==> config.mk <==
export PLATFORM = sky130hd
export DESIGN_NAME = dc_block_rms_db_meter_unit
export DESIGN_NICKNAME = d
export VERILOG_FILES = /design/src/rtl/core/dcm_pkg.sv /design/src/rtl/core/dcm_mul.sv /design/src/rtl/core/dcm_div.sv /design/src/rtl/core/dcm_sqrt.sv /design/src/rtl/core/dc_block_rms_db_meter_unit.sv
export SDC_FILE = /design/constraint.sdc
export NUM_CORES = 2
export LEC_CHECK = 0
export ABC_AREA = 0
export BUFFER_PORTS_ARGS = -buffer_cell sky130_fd_sc_hd__buf_2
export CORE_AREA = 2 2 451 453
export CTS_BUF_LIST = sky130_fd_sc_hd__clkbuf_8 sky130_fd_sc_hd__clkbuf_16
export DETAILED_ROUTE_END_ITERATION = 10
export DIE_AREA = 0 0 453 455
export GPL_TIMING_DRIVEN = 0
export MAX_ROUTING_LAYER = met4
export PLACE_DENSITY = 0.39
export SLEW_MARGIN = 15
export SYNTH_ARGS = -nofsm -noshare
export SYNTH_HDL_FRONTEND = slang
export SYNTH_HIERARCHICAL = 1
export SYNTH_SLANG_ARGS = --single-unit
==> constraint.sdc <==
create_clock -name clk -period 6.7 [get_ports clk]
set_input_delay 1.34 -clock clk [delete_from_list [all_inputs] [get_ports clk]]
set_output_delay 1.34 -clock clk [all_outputs]
set_load 0.01 [all_outputs]
==> src/rtl/core/dcm_pkg.sv <==
package dcm_pkg;

  localparam int unsigned BLOCK_MAX_DEF = 1024;

  localparam logic [15:0] ALPHA_RST = 16'd62259;
  localparam logic [22:0] LREF_RST  = 23'd83886;
  localparam logic [31:0] DB_SCALE  = 32'd394566;
  localparam logic [24:0] RMS_MAX   = 25'd33554431;
  localparam logic [25:0] Y_POS_MAX = 26'd33554431;
  localparam logic [25:0] Y_NEG_MAX = 26'd33554432;
  localparam logic [4:0]  LOG_TOP   = 5'd30;

  localparam int unsigned CFG_IDX_W  = 2;
  localparam int unsigned CFG_DATA_W = 23;

  localparam logic [CFG_IDX_W-1:0] CFG_ALPHA = 2'd0;
  localparam logic [CFG_IDX_W-1:0] CFG_LREF  = 2'd1;

  typedef enum logic [4:0] {
    S_IDLE,
    S_FILT_GO,
    S_FILT_WT,
    S_SQ_GO,
    S_SQ_WT,
    S_ACC,
    S_DIV_GO,
    S_DIV_WT,
    S_SQRT_GO,
    S_SQRT_WT,
    S_LOG_LD,
    S_LOG_NORM,
    S_LOG_GO,
    S_LOG_WT,
    S_DB_CHK,
    S_DB_GO,
    S_DB_WT,
    S_EMIT
  } seq_state_t;

endpackage

==> src/rtl/core/dcm_mul.sv <==
module dcm_mul (
  input  logic        clk,
  input  logic        rst_n,
  input  logic        start,
  input  logic [31:0] a,
  input  logic [31:0] b,
  output logic        done,
  output logic [63:0] prod
);

  logic [63:0] acc_r;
  logic [63:0] a_r;
  logic [31:0] b_r;
  logic [5:0]  cnt_r;
  logic        busy_r;
  logic        done_r;

  always_ff @(posedge clk) begin
    if (!rst_n) begin
      busy_r <= 1'b0;
      done_r <= 1'b0;
      cnt_r  <= '0;
    end else begin
      done_r <= 1'b0;
      if (start) begin
        busy_r <= 1'b1;
        cnt_r  <= 6'd32;
      end else if (busy_r) begin
        cnt_r <= cnt_r - 6'd1;
        if (cnt_r == 6'd1) begin
          busy_r <= 1'b0;
          done_r <= 1'b1;
        end
      end
    end
  end

  // shift-add, one multiplier bit a cycle
  always_ff @(posedge clk) begin
    if (start) begin
      acc_r <= '0;
      a_r   <= {32'd0, a};
      b_r   <= b;
    end else if (busy_r) begin
      if (b_r[0]) begin
        acc_r <= acc_r + a_r;
      end
      a_r <= {a_r[62:0], 1'b0};
      b_r <= {1'b0, b_r[31:1]};
    end
  end

  assign done = done_r;
  assign prod = acc_r;

endmodule

==> src/rtl/core/dcm_div.sv <==
module dcm_div #(
  parameter int unsigned CNT_W = 11
) (
  input  logic             clk,
  input  logic             rst_n,
  input  logic             start,
  input  logic [63:0]      num,
  input  logic [CNT_W-1:0] den,
  output logic             done,
  output logic [63:0]      quot
);

  logic [63:0]      num_r;
  logic [CNT_W-1:0] rem_r;
  logic [6:0]       cnt_r;
  logic             busy_r;
  logic             done_r;
  logic [CNT_W:0]   rem_sh;
  logic [CNT_W:0]   diff;
  logic             ge;

  assign rem_sh = {rem_r, num_r[63]};
  assign ge     = rem_sh >= {1'b0, den};
  assign diff   = rem_sh - {1'b0, den};

  always_ff @(posedge clk) begin
    if (!rst_n) begin
      busy_r <= 1'b0;
      done_r <= 1'b0;
      cnt_r  <= '0;
    end else begin
      done_r <= 1'b0;
      if (start) begin
        busy_r <= 1'b1;
        cnt_r  <= 7'd64;
      end else if (busy_r) begin
        cnt_r <= cnt_r - 7'd1;
        if (cnt_r == 7'd1) begin
          busy_r <= 1'b0;
          done_r <= 1'b1;
        end
      end
    end
  end

  // restoring division, quotient bits shift in behind the dividend
  always_ff @(posedge clk) begin
    if (start) begin
      num_r <= num;
      rem_r <= '0;
    end else if (busy_r) begin
      rem_r <= ge ? diff[CNT_W-1:0] : rem_sh[CNT_W-1:0];
      num_r <= {num_r[62:0], ge};
    end
  end

  assign done = done_r;
  assign quot = num_r;

endmodule

==> src/rtl/core/dcm_sqrt.sv <==
module dcm_sqrt (
  input  logic        clk,
  input  logic        rst_n,
  input  logic        start,
  input  logic [63:0] v,
  output logic        done,
  output logic [31:0] root
);

  logic [63:0] v_r;
  logic [33:0] rem_r;
  logic [31:0] root_r;
  logic [5:0]  cnt_r;
  logic        busy_r;
  logic        done_r;
  logic [35:0] rem_sh;
  logic [35:0] trial;
  logic [35:0] diff;
  logic        ge;

  assign rem_sh = {rem_r, v_r[63:62]};
  assign trial  = {2'b00, root_r, 2'b01};
  assign ge     = rem_sh >= trial;
  assign diff   = rem_sh - trial;

  always_ff @(posedge clk) begin
    if (!rst_n) begin
      busy_r <= 1'b0;
      done_r <= 1'b0;
      cnt_r  <= '0;
    end else begin
      done_r <= 1'b0;
      if (start) begin
        busy_r <= 1'b1;
        cnt_r  <= 6'd32;
      end else if (busy_r) begin
        cnt_r <= cnt_r - 6'd1;
        if (cnt_r == 6'd1) begin
          busy_r <= 1'b0;
          done_r <= 1'b1;
        end
      end
    end
  end

  // two radicand bits a cycle, one root bit out
  always_ff @(posedge clk) begin
    if (start) begin
      v_r    <= v;
      rem_r  <= '0;
      root_r <= '0;
    end else if (busy_r) begin
      rem_r  <= ge ? diff[33:0] : rem_sh[33:0];
      root_r <= {root_r[30:0], ge};
      v_r    <= {v_r[61:0], 2'b00};
    end
  end

  assign done = done_r;
  assign root = root_r;

endmodule

==> src/rtl/core/dc_block_rms_db_meter_unit.sv <==
// channel  direction  handshake            payload
// in       input      in_valid / in_stall  in_raw_slot, in_last_of_block
// out      output     out_valid / out_stall out_clean_sample, out_block_done,
//                                           out_rms_level, out_level_db
// cfg      input      cfg_we               cfg_index, cfg_data
//
// One request at a time through a bit-serial multiplier.
// A mid-block request runs the filter product, the square and the accumulate.
// Block end adds the 64-step divide, the 32-step root and, for a nonzero root, two log2
// runs of 16 squares after up to 30 normalise shifts each; dB product if rms > lref.
// Synchronous active-low reset; a waiting result does not block the next
// request being taken, but it must leave before the next result is loaded.
module dc_block_rms_db_meter_unit #(
  parameter int unsigned BLOCK_MAX = dcm_pkg::BLOCK_MAX_DEF
) (
  input  logic                            clk,
  input  logic                            rst_n,
  input  logic                            in_valid,
  output logic                            in_stall,
  input  logic signed [31:0]              in_raw_slot,
  input  logic                            in_last_of_block,
  output logic                            out_valid,
  input  logic                            out_stall,
  output logic signed [25:0]              out_clean_sample,
  output logic                            out_block_done,
  output logic [24:0]                     out_rms_level,
  output logic [15:0]                     out_level_db,
  input  logic                            cfg_we,
  input  logic [dcm_pkg::CFG_IDX_W-1:0]   cfg_index,
  input  logic [dcm_pkg::CFG_DATA_W-1:0]  cfg_data
);
  import dcm_pkg::*;

  localparam int unsigned CNT_W = $clog2(BLOCK_MAX + 1);

  seq_state_t state_r, state_nxt;

  logic [15:0]             alpha_r;
  logic [22:0]             lref_r;
  logic signed [23:0]      x_r;
  logic                    last_r;
  logic signed [23:0]      prev_in_r;
  logic signed [25:0]      prev_out_r;
  logic [25:0]             ymag_r;
  logic [63:0]             sq_r;
  logic [63:0]             sum_r;
  logic [CNT_W-1:0]        cnt_r;
  logic                    blk_r;
  logic [24:0]             rms_r;
  logic [15:0]             db_r;
  logic [30:0]             m_r;
  logic [4:0]              n_r;
  logic [15:0]             frac_r;
  logic [3:0]              it_r;
  logic                    sel_r;
  logic [20:0]             lr_r;
  logic [20:0]             d_r;
  logic                    out_valid_r;
  logic signed [25:0]      out_clean_r;
  logic                    out_done_r;
  logic [24:0]             out_rms_r;
  logic [15:0]             out_db_r;

  logic                    mul_start, div_start, sqrt_start;
  logic                    mul_done, div_done, sqrt_done;
  logic [31:0]             mul_a, mul_b;
  logic [63:0]             mul_prod, div_quot;
  logic [31:0]             sqrt_root;
  logic                    emit_ok;

  logic signed [27:0]      s_w;
  logic                    s_neg;
  logic [27:0]             s_mag;
  logic [44:0]             rnd_w;
  logic [28:0]             ym_w;
  logic [25:0]             mag_w;
  logic [64:0]             sum_w;
  logic [CNT_W:0]          cnt_inc;
  logic                    end_w;
  logic [31:0]             t_w;
  logic [15:0]             frac_w;
  logic [20:0]             lf_w;
  logic [22:0]             ref_w;

  assign s_w   = 28'(prev_out_r) + 28'(x_r) - 28'(prev_in_r);
  assign s_neg = s_w[27];
  assign s_mag = s_neg ? 28'(-s_w) : 28'(s_w);
  assign rnd_w = {1'b0, mul_prod[43:0]} + (s_neg ? 45'd65535 : 45'd0);
  assign ym_w  = rnd_w[44:16];

  always_comb begin
    if (s_neg) begin
      mag_w = (ym_w > 29'(Y_NEG_MAX)) ? Y_NEG_MAX : ym_w[25:0];
    end else begin
      mag_w = (ym_w > 29'(Y_POS_MAX)) ? Y_POS_MAX : ym_w[25:0];
    end
  end

  assign sum_w   = {1'b0, sum_r} + {1'b0, sq_r};
  assign cnt_inc = {1'b0, cnt_r} + 1'b1;
  assign end_w   = last_r || (cnt_inc >= (CNT_W + 1)'(BLOCK_MAX));
  assign t_w     = mul_prod[61:30];
  assign frac_w  = frac_r | (t_w[31] ? (16'd1 << it_r) : 16'd0);
  assign lf_w    = {n_r, frac_r};
  assign ref_w   = (lref_r == 23'd0) ? 23'd1 : lref_r;
  assign emit_ok = !out_valid_r || !out_stall;

  always_comb begin
    state_nxt = state_r;
    unique case (state_r)
      S_IDLE:     if (in_valid) state_nxt = S_FILT_GO;
      S_FILT_GO:  state_nxt = S_FILT_WT;
      S_FILT_WT:  if (mul_done) state_nxt = S_SQ_GO;
      S_SQ_GO:    state_nxt = S_SQ_WT;
      S_SQ_WT:    if (mul_done) state_nxt = S_ACC;
      S_ACC:      state_nxt = end_w ? S_DIV_GO : S_EMIT;
      S_DIV_GO:   state_nxt = S_DIV_WT;
      S_DIV_WT:   if (div_done) state_nxt = S_SQRT_GO;
      S_SQRT_GO:  state_nxt = S_SQRT_WT;
      S_SQRT_WT:  if (sqrt_done) state_nxt = (sqrt_root == 32'd0) ? S_EMIT : S_LOG_LD;
      S_LOG_LD:   state_nxt = S_LOG_NORM;
      S_LOG_NORM: if (m_r[30]) state_nxt = S_LOG_GO;
      S_LOG_GO:   state_nxt = S_LOG_WT;
      S_LOG_WT: begin
        if (mul_done) begin
          if (it_r != 4'd0) state_nxt = S_LOG_GO;
          else state_nxt = sel_r ? S_DB_CHK : S_LOG_LD;
        end
      end
      S_DB_CHK:   state_nxt = (lr_r > lf_w) ? S_DB_GO : S_EMIT;
      S_DB_GO:    state_nxt = S_DB_WT;
      S_DB_WT:    if (mul_done) state_nxt = S_EMIT;
      S_EMIT:     if (emit_ok) state_nxt = S_IDLE;
      default:    state_nxt = S_IDLE;
    endcase
  end

  always_comb begin
    mul_start  = 1'b0;
    div_start  = 1'b0;
    sqrt_start = 1'b0;
    mul_a      = '0;
    mul_b      = '0;
    in_stall   = 1'b1;
    unique case (state_r)
      S_IDLE:    in_stall = 1'b0;
      S_FILT_GO: begin
        mul_start = 1'b1;
        mul_a     = {4'd0, s_mag};
        mul_b     = {16'd0, alpha_r};
      end
      S_SQ_GO: begin
        mul_start = 1'b1;
        mul_a     = {6'd0, ymag_r};
        mul_b     = {6'd0, ymag_r};
      end
      S_LOG_GO: begin
        mul_start = 1'b1;
        mul_a     = {1'b0, m_r};
        mul_b     = {1'b0, m_r};
      end
      S_DB_GO: begin
        mul_start = 1'b1;
        mul_a     = {11'd0, d_r};
        mul_b     = DB_SCALE;
      end
      S_DIV_GO:  div_start  = 1'b1;
      S_SQRT_GO: sqrt_start = 1'b1;
      default: begin
      end
    endcase
  end

  always_ff @(posedge clk) begin
    if (!rst_n) begin
      state_r     <= S_IDLE;
      alpha_r     <= ALPHA_RST;
      lref_r      <= LREF_RST;
      prev_in_r   <= '0;
      prev_out_r  <= '0;
      sum_r       <= '0;
      cnt_r       <= '0;
      out_valid_r <= 1'b0;
    end else begin
      state_r <= state_nxt;
      if (cfg_we) begin
        unique case (cfg_index)
          CFG_ALPHA: alpha_r <= cfg_data[15:0];
          CFG_LREF:  lref_r  <= cfg_data;
          default: begin
          end
        endcase
      end
      if (state_r == S_FILT_WT && mul_done) begin
        prev_in_r  <= x_r;
        prev_out_r <= s_neg ? -$signed(mag_w) : $signed(mag_w);
      end
      if (state_r == S_ACC) begin
        sum_r <= sum_w[64] ? '1 : sum_w[63:0];
        cnt_r <= cnt_inc[CNT_W-1:0];
      end
      if (state_r == S_DIV_WT && div_done) begin
        sum_r <= '0;
        cnt_r <= '0;
      end
      if (state_r == S_EMIT && emit_ok) begin
        out_valid_r <= 1'b1;
      end else if (!out_stall) begin
        out_valid_r <= 1'b0;
      end
    end
  end

  always_ff @(posedge clk) begin
    unique case (state_r)
      S_IDLE: begin
        x_r    <= in_raw_slot[31:8];
        last_r <= in_last_of_block;
      end
      S_FILT_WT: if (mul_done) ymag_r <= mag_w;
      S_SQ_WT:   if (mul_done) sq_r <= mul_prod;
      S_ACC: begin
        blk_r <= end_w;
        rms_r <= '0;
        db_r  <= '0;
      end
      S_SQRT_WT: begin
        if (sqrt_done) begin
          rms_r <= (sqrt_root > 32'(RMS_MAX)) ? RMS_MAX : sqrt_root[24:0];
          sel_r <= 1'b0;
        end
      end
      S_LOG_LD: begin
        m_r    <= sel_r ? {8'd0, ref_w} : {6'd0, rms_r};
        n_r    <= LOG_TOP;
        frac_r <= '0;
        it_r   <= 4'd15;
      end
      S_LOG_NORM: begin
        if (!m_r[30]) begin
          m_r <= {m_r[29:0], 1'b0};
          n_r <= n_r - 5'd1;
        end
      end
      S_LOG_WT: begin
        if (mul_done) begin
          m_r    <= t_w[31] ? t_w[31:1] : t_w[30:0];
          frac_r <= frac_w;
          it_r   <= it_r - 4'd1;
          if (it_r == 4'd0 && !sel_r) begin
            lr_r  <= {n_r, frac_w};
            sel_r <= 1'b1;
          end
        end
      end
      S_DB_CHK: d_r <= lr_r - lf_w;
      S_DB_WT:  if (mul_done) db_r <= (|mul_prod[63:40]) ? 16'hFFFF : mul_prod[39:24];
      S_EMIT: begin
        if (emit_ok) begin
          out_clean_r <= prev_out_r;
          out_done_r  <= blk_r;
          out_rms_r   <= rms_r;
          out_db_r    <= db_r;
        end
      end
      default: begin
      end
    endcase
  end

  dcm_mul u_mul (
    .clk   (clk),
    .rst_n (rst_n),
    .start (mul_start),
    .a     (mul_a),
    .b     (mul_b),
    .done  (mul_done),
    .prod  (mul_prod)
  );

  dcm_div #(.CNT_W(CNT_W)) u_div (
    .clk   (clk),
    .rst_n (rst_n),
    .start (div_start),
    .num   (sum_r),
    .den   (cnt_r),
    .done  (div_done),
    .quot  (div_quot)
  );

  dcm_sqrt u_sqrt (
    .clk   (clk),
    .rst_n (rst_n),
    .start (sqrt_start),
    .v     (div_quot),
    .done  (sqrt_done),
    .root  (sqrt_root)
  );

  assign out_valid        = out_valid_r;
  assign out_clean_sample = out_clean_r;
  assign out_block_done   = out_done_r;
  assign out_rms_level    = out_rms_r;
  assign out_level_db     = out_db_r;

endmodule
Word-level counts from Yosys, hierarchy flattened

Index checks and enable logic that the tools add are counted.

Equal/unequal tests: 33
Bitwise operators: 5
Magnitude comparators: 7
Muxes and demuxes: 81
Reductions and logical operators: 48
$add $sub $neg: 16
Shifts and indexed selects: 1

Operators with widths:

| operator                                             | count |
|---|---|
| two-way mux 64 bit                                   | 5 |
| case mux 31 bit (4 select lines)                     | 2 |
| two-way mux 32 bit                                   | 4 |
| two-way mux 26 bit                                   | 4 |
| two-way mux 31 bit                                   | 3 |
| case mux 31 bit (3 select lines)                     | 1 |
| case mux 5 bit (18 select lines)                     | 1 |
| two-way mux 16 bit                                   | 5 |
| two-way mux 25 bit                                   | 3 |
| adder 64 x 64 -> 65 bit                              | 1 |
| two-way mux 5 bit                                    | 13 |
| adder 64 bit                                         | 1 |
| case mux 16 bit (2 select lines)                     | 2 |
| case mux 25 bit (2 select lines)                     | 1 |
| adder 44 x 16 -> 45 bit                              | 1 |
| equality test 5 x 4 -> 1 bit, second input constant  | 8 |
| >= comparator 36 x 34 -> 1 bit                       | 1 |
| two-way mux 34 bit                                   | 1 |
| subtractor 34 bit                                    | 1 |
| > comparator 32 x 25 -> 1 bit, second input constant | 1 |
| zero test 32 bit                                     | 1 |
| > comparator 29 x 25 -> 1 bit, second input constant | 1 |
| > comparator 29 x 26 -> 1 bit, second input constant | 1 |
| two-way mux 28 bit                                   | 1 |
| other kinds (54)                                     | 128 |

Output and inout bits: 70
Bits of input ports: 63
Register bits after elaboration: 884
Word-level logic and storage cells: 239

Longest topological paths before layout

Word-level depth: 9
Depth in mapped cells: 30
Mapped depth without buffers: 26

Cells and area by module

The synthesis kept the hierarchy.

Modules (own cells, without submodules):

| module                     | sequential area each (µm²) | cells each | area each (µm²) | times used |
|---|---|---|---|---|
| dc_block_rms_db_meter_unit | 13132.6                    | 2881       | 28003.1         | 1 |
| dcm_mul                    | 4003.8                     | 1102       | 10159.7         | 1 |
| dcm_sqrt                   | 3403.3                     | 783        | 7836.3          | 1 |
| dcm_div                    | 2322.2                     | 316        | 4154.0          | 1 |

Worst setup path after synthesis

Ideal clock, no wire load.

Path kind: flip-flop to flip-flop
From: register x_r[4]
To: register prev_out_r[16]
Arrival time: 6914 ps
Cell stages (with the launch flop): 28
Path slack: -309 ps
Buffers on the path: 2
Setup time: 96 ps
Cells stage by stage: edfxtp_1 > inv_1 > fa_1 > inv_1 > ha_1 > o211ai_1 > o211a_1 > o21a_2 > o41ai_4 > nor2_1 > xor2_2 > inv_2 > clkbuf_1 > clkbuf_1 > ha_1 > a2111oi_0 > o21ai_0 > a21oi_1 > a21oi_1 > a211oi_1 > a2111oi_4 > a311oi_4 > nand3_1 > nor4bb_4 > a21o_4 > a21oi_1 > or3_1 > o311ai_1

Longest elaborated chain between the ends: 9

Ends and longest elaborated chain:

| what                                                                           | line                                                               | text |
|---|---|---|
| start: declaration                                                             | dc_block_rms_db_meter_unit.sv:40                                   | `logic signed [23:0] x_r;` |
| start signal: assignment                                                       | dc_block_rms_db_meter_unit.sv:217                                  | `x_r <= in_raw_slot[31:8];` |
| adder 26 x 24 -> 27 bit (*)                                                    | dc_block_rms_db_meter_unit.sv:85                                   | `assign s_w = 28'(prev_out_r) + 28'(x_r) - 28'(prev_in_r);` |
| subtractor 27 x 24 -> 28 bit (*)                                               | dc_block_rms_db_meter_unit.sv:85                                   |  |
| two-way mux 16 bit                                                             | dc_block_rms_db_meter_unit.sv:88                                   | `assign rnd_w = {1'b0, mul_prod[43:0]} + (s_neg ? 45'd65535 : 45'd0);` |
| adder 44 x 16 -> 45 bit                                                        | dc_block_rms_db_meter_unit.sv:88                                   |  |
| > comparator 29 x 25 -> 1 bit or > comparator 29 x 26 -> 1 bit (tied branches) | dc_block_rms_db_meter_unit.sv:95, dc_block_rms_db_meter_unit.sv:93 |  |
| two-way mux 26 bit (on tied branches)                                          | dc_block_rms_db_meter_unit.sv:95, dc_block_rms_db_meter_unit.sv:93 |  |
| two-way mux 26 bit                                                             | dc_block_rms_db_meter_unit.sv:92                                   | `if (s_neg) begin` |
| negation 26 bit                                                                | dc_block_rms_db_meter_unit.sv:196                                  | `prev_out_r <= s_neg ? -$signed(mag_w) : $signed(mag_w);` |
| two-way mux 26 bit (*)                                                         | dc_block_rms_db_meter_unit.sv:196                                  |  |
| end signal: assignment                                                         | dc_block_rms_db_meter_unit.sv:196                                  |  |
| end: declaration                                                               | dc_block_rms_db_meter_unit.sv:43                                   | `logic signed [25:0] prev_out_r;` |

Every way passes the cells marked *; elsewhere a longest branch is shown, timed or not.
A chain may end at the register's enable or synchronous reset.

Final worst setup path

From: register prev_out_r[9]
To: register prev_out_r[16]

Longest elaborated chain between the ends: 9

Ends and longest elaborated chain:

| what                                                                           | line |
|---|---|
| adder 26 x 24 -> 27 bit (*)                                                    | dc_block_rms_db_meter_unit.sv:85 |
| subtractor 27 x 24 -> 28 bit (*)                                               | dc_block_rms_db_meter_unit.sv:85 |
| two-way mux 16 bit                                                             | dc_block_rms_db_meter_unit.sv:88 |
| adder 44 x 16 -> 45 bit                                                        | dc_block_rms_db_meter_unit.sv:88 |
| > comparator 29 x 25 -> 1 bit or > comparator 29 x 26 -> 1 bit (tied branches) | dc_block_rms_db_meter_unit.sv:95, dc_block_rms_db_meter_unit.sv:93 |
| two-way mux 26 bit (on tied branches)                                          | dc_block_rms_db_meter_unit.sv:95, dc_block_rms_db_meter_unit.sv:93 |
| two-way mux 26 bit                                                             | dc_block_rms_db_meter_unit.sv:92 |
| negation 26 bit                                                                | dc_block_rms_db_meter_unit.sv:196 |
| two-way mux 26 bit (*)                                                         | dc_block_rms_db_meter_unit.sv:196 |

Marks and branches as above.

==> metrics <==
Hold Path Depth 0; stages on the worst setup path 29; crit end category flop; vias per cell 4.88; Buffers on Ports 124; sequential-to-total area share from yosys stat 45.6%; clock sink total 884; Synth top area share 30.9%; All-Layer GR Usage 17.4%; leak pwr 22.1 nW; floorplan die height 455 um; CP Class reg -> reg; Peak VDD IR 0.283 mV; register share of total power 28.4%; Hold Slack 0.417 ns; Hold WC Path Type reg -> reg; Via Count 39820; final period utilization 98.9%; Sw Ratio 41.7%; initial antenna violation count 8; maxcap violations 0; most frequently used flop master after synthesis edfxtp_1; GP Congestion 0.904; commonest non-fill, non-tap cells in the layout nand2_1 (548), edfxtp_1 (516), a21oi_1 (445); post-route cell area 59500 sq um; Setup TNS 0 ns; final WL 179 mm; ANT nets after route 0; slew margin rel. 20.0%; Crit path required time 7.35 ns; Final Hold Vio Count 0; status finished, final reports clean; Combinational Power Share 48.3%; setup ws final 0.0767 ns; Unique masters post-synth 128; first-pass GRT wire length 262 mm; CTS H-tree lvls 3; Pwr Density 420 nW/um^2; Num CTS Buffers 103; unrepaired setup endpoints after global routing yes; Die ar. 206000 sq um; Tot Pwr 25.0 mW; GR Overflow Total 0; Area growth syn-to-layout 18.6%; drt drc 0; slowest stage delay, CP 0.54 ns; pre-CTS WS -2.48 ns; fmax 151 MHz; Seq cells post-synth 884; row count 165; sw power 10.4 mW; post-layout util 29.5%; FFs w/ async S/R, synth 0%; root buf cell clkbuf_16; Fillers 21255; Worst-Margin Slew 1.20 ns; layout cells sized above 1 15.3%; Final Non-Filler Cells 8161; critical path arrival 7.27 ns; most common cell after layout, fill and taps aside nand2_1; core footprint 201000 sq um; ranking of synthesized cells by area edfxtp_1 (31%), dfxtp_1 (15%), ha_1 (6.2%), mux2_2 (4.6%), a21oi_1 (4.6%); Crit path max-delay family compound AO/OA/AOI/OAI gates; Clock Path Buffers 3; Final Skew 0.0403 ns; Post-synth EDFFs 516; CP max stage cell fa_1; Synth Instances 5082; Worst-Skew Late Latency 0.76 ns; R2R setup slack 0.08 ns; 1st-pass router iterations 8; Placement Cell Area 54500 sq um; Clk pwr share 23.4%; minimum clock period 6.62 ns; largest area contributor in the netlist edfxtp_1; Die X 453 um; syn avg cell area 9.87 sq um; internal power 14.6 mW; vias in the first global route 38832; Setup-failing EPs final 0; reg2reg path depth 29; Slew Limit Fails 0; dpl cells 7895; Nets 5738; synth warn 6; IO Pins 133; initial DRC count 2906; startpoint types flop; Initial Utilization 24.9%; hpwl dp 138 mm; CTS tree built; clock-pin slew on the worst setup and hold paths 0.06 ns; largest net degree at the start of global routing 55; buffers plus inverters on the worst setup path 7; crit path max fanout 8; synthesized area 50200 sq um; drt wl/cell 21.9 um
-- cell families after synthesis --
| kind of cell | synth area share, % |
|---|---|
| AO/OA/AOI/OAI | 18.0 |
| XOR/XNOR | 4.45 |
| adder cells (fa/ha/maj) | 7.43 |
| buffers and inverters | 4.15 |
| flip-flops | 45.6 |
| multiplexers | 6.57 |
| other | 0.00748 |
| AND/OR/NAND/NOR | 13.8 |
-- path summary, 6_finish.rpt --
kind	endpoint	startpoint
worst max register to register	prev_out_r[16]	prev_out_r[9]
worst min register to register	out_level_db[14]	db_r[14]
worst max-delay path	prev_out_r[16]	prev_out_r[9]
worst min-delay path	out_level_db[14]	db_r[14]
-- layout make-up --
class	instances	area, sq um	area share (%)
Multi-Input combinational cell	3680	26100	43.9
Sequential cell	884	22900	38.5
Tap cell	2672	3340	5.62
Clock buffer	113	2750	4.62
Timing Repair Buffer	208	1500	2.53
Buffer	235	1080	1.82
Inverter	283	1070	1.79
Clock inverter	83	732	1.23
Antenna cell	3	7.51	0.0126
-- sequential cells by signal (all words and copies together) (netlist names), 21 cells and up --
| signal | flops |
|---|---|
| d_r | 21 |
| lr_r | 21 |
| lref_r | 23 |
| m_r | 31 |
| out_clean_sample | 26 |
| out_rms_level | 25 |
| prev_in_r | 24 |
| prev_out_r | 26 |
| rms_r | 25 |
| sq_r | 64 |
| sum_r | 64 |
| u_div/quot | 64 |
| u_mul/a_r | 64 |
| u_mul/b_r | 32 |
| u_mul/prod | 64 |
| u_sqrt/rem_r | 34 |
| u_sqrt/root | 32 |
| u_sqrt/v_r | 64 |
| x_r | 24 |
| ymag_r | 26 |
-- cell usage after synthesis (all sizes together) (10+ instances only) --
| master | n |
|---|---|
| a2111oi | 12 |
| a211o | 17 |
| a211oi | 52 |
| a21boi | 17 |
| a21o | 114 |
| a21oi | 466 |
| a221oi | 13 |
| a222oi | 23 |
| a22o | 23 |
| a311oi | 31 |
| a31oi | 35 |
| and2 | 35 |
| and3 | 40 |
| and4 | 11 |
| buf | 53 |
| clkbuf | 184 |
| dfxtp | 368 |
| edfxtp | 516 |
| fa | 30 |
| ha | 250 |
| inv | 278 |
| mux2 | 207 |
| mux2i | 96 |
| nand2 | 554 |
| nand2b | 36 |
| nand3 | 117 |
| nand3b | 10 |
| nand4 | 59 |
| nor2 | 383 |
| nor2b | 40 |
| nor3 | 73 |
| nor4 | 37 |
| o211ai | 38 |
| o21a | 52 |
| o21ai | 297 |
| o21bai | 48 |
| o22ai | 11 |
| o31ai | 13 |
| or2 | 13 |
| or3 | 27 |
| xnor2 | 148 |
| xor2 | 106 |
-- what timing repair did --
item / CTS / global route
cloned: 1 / 3
pin swaps: 25 / 70
hold buffers: 0 / 0
resized for setup: 97 / 101
endpoints found under the setup margin: 52 / 51
setup buffers: 24 / 49
-- metal layers --
layer / vias up / GRT usage [%] / routed length, um
met5: - / - / 0
met4: 0 / 5.08 / 4650
met3: 225 / 2.13 / 7440
met2: 871 / 28.2 / 84300
met1: 19526 / 22.8 / 82600
li1: 19198 / - / -
-- power groups by stage --
| stage | clock network (mW) | logic [mW] | registers (mW) |
|---|---|---|---|
| 6_report | 5.84 | 12.1 | 7.09 |
| 5_1_grt | 6.22 | 13.1 | 7.16 |
| 4_1_cts | 6.04 | 11.1 | 7.10 |
| 3_3_place_gp | 0 | 10.3 | 7.25 |
| 3_5_place_dp | 0 | 10.4 | 7.21 |
| 2_1_floorplan | 0 | 7.20 | 6.95 |
Note: power is estimated with default switching activity, not from simulation.
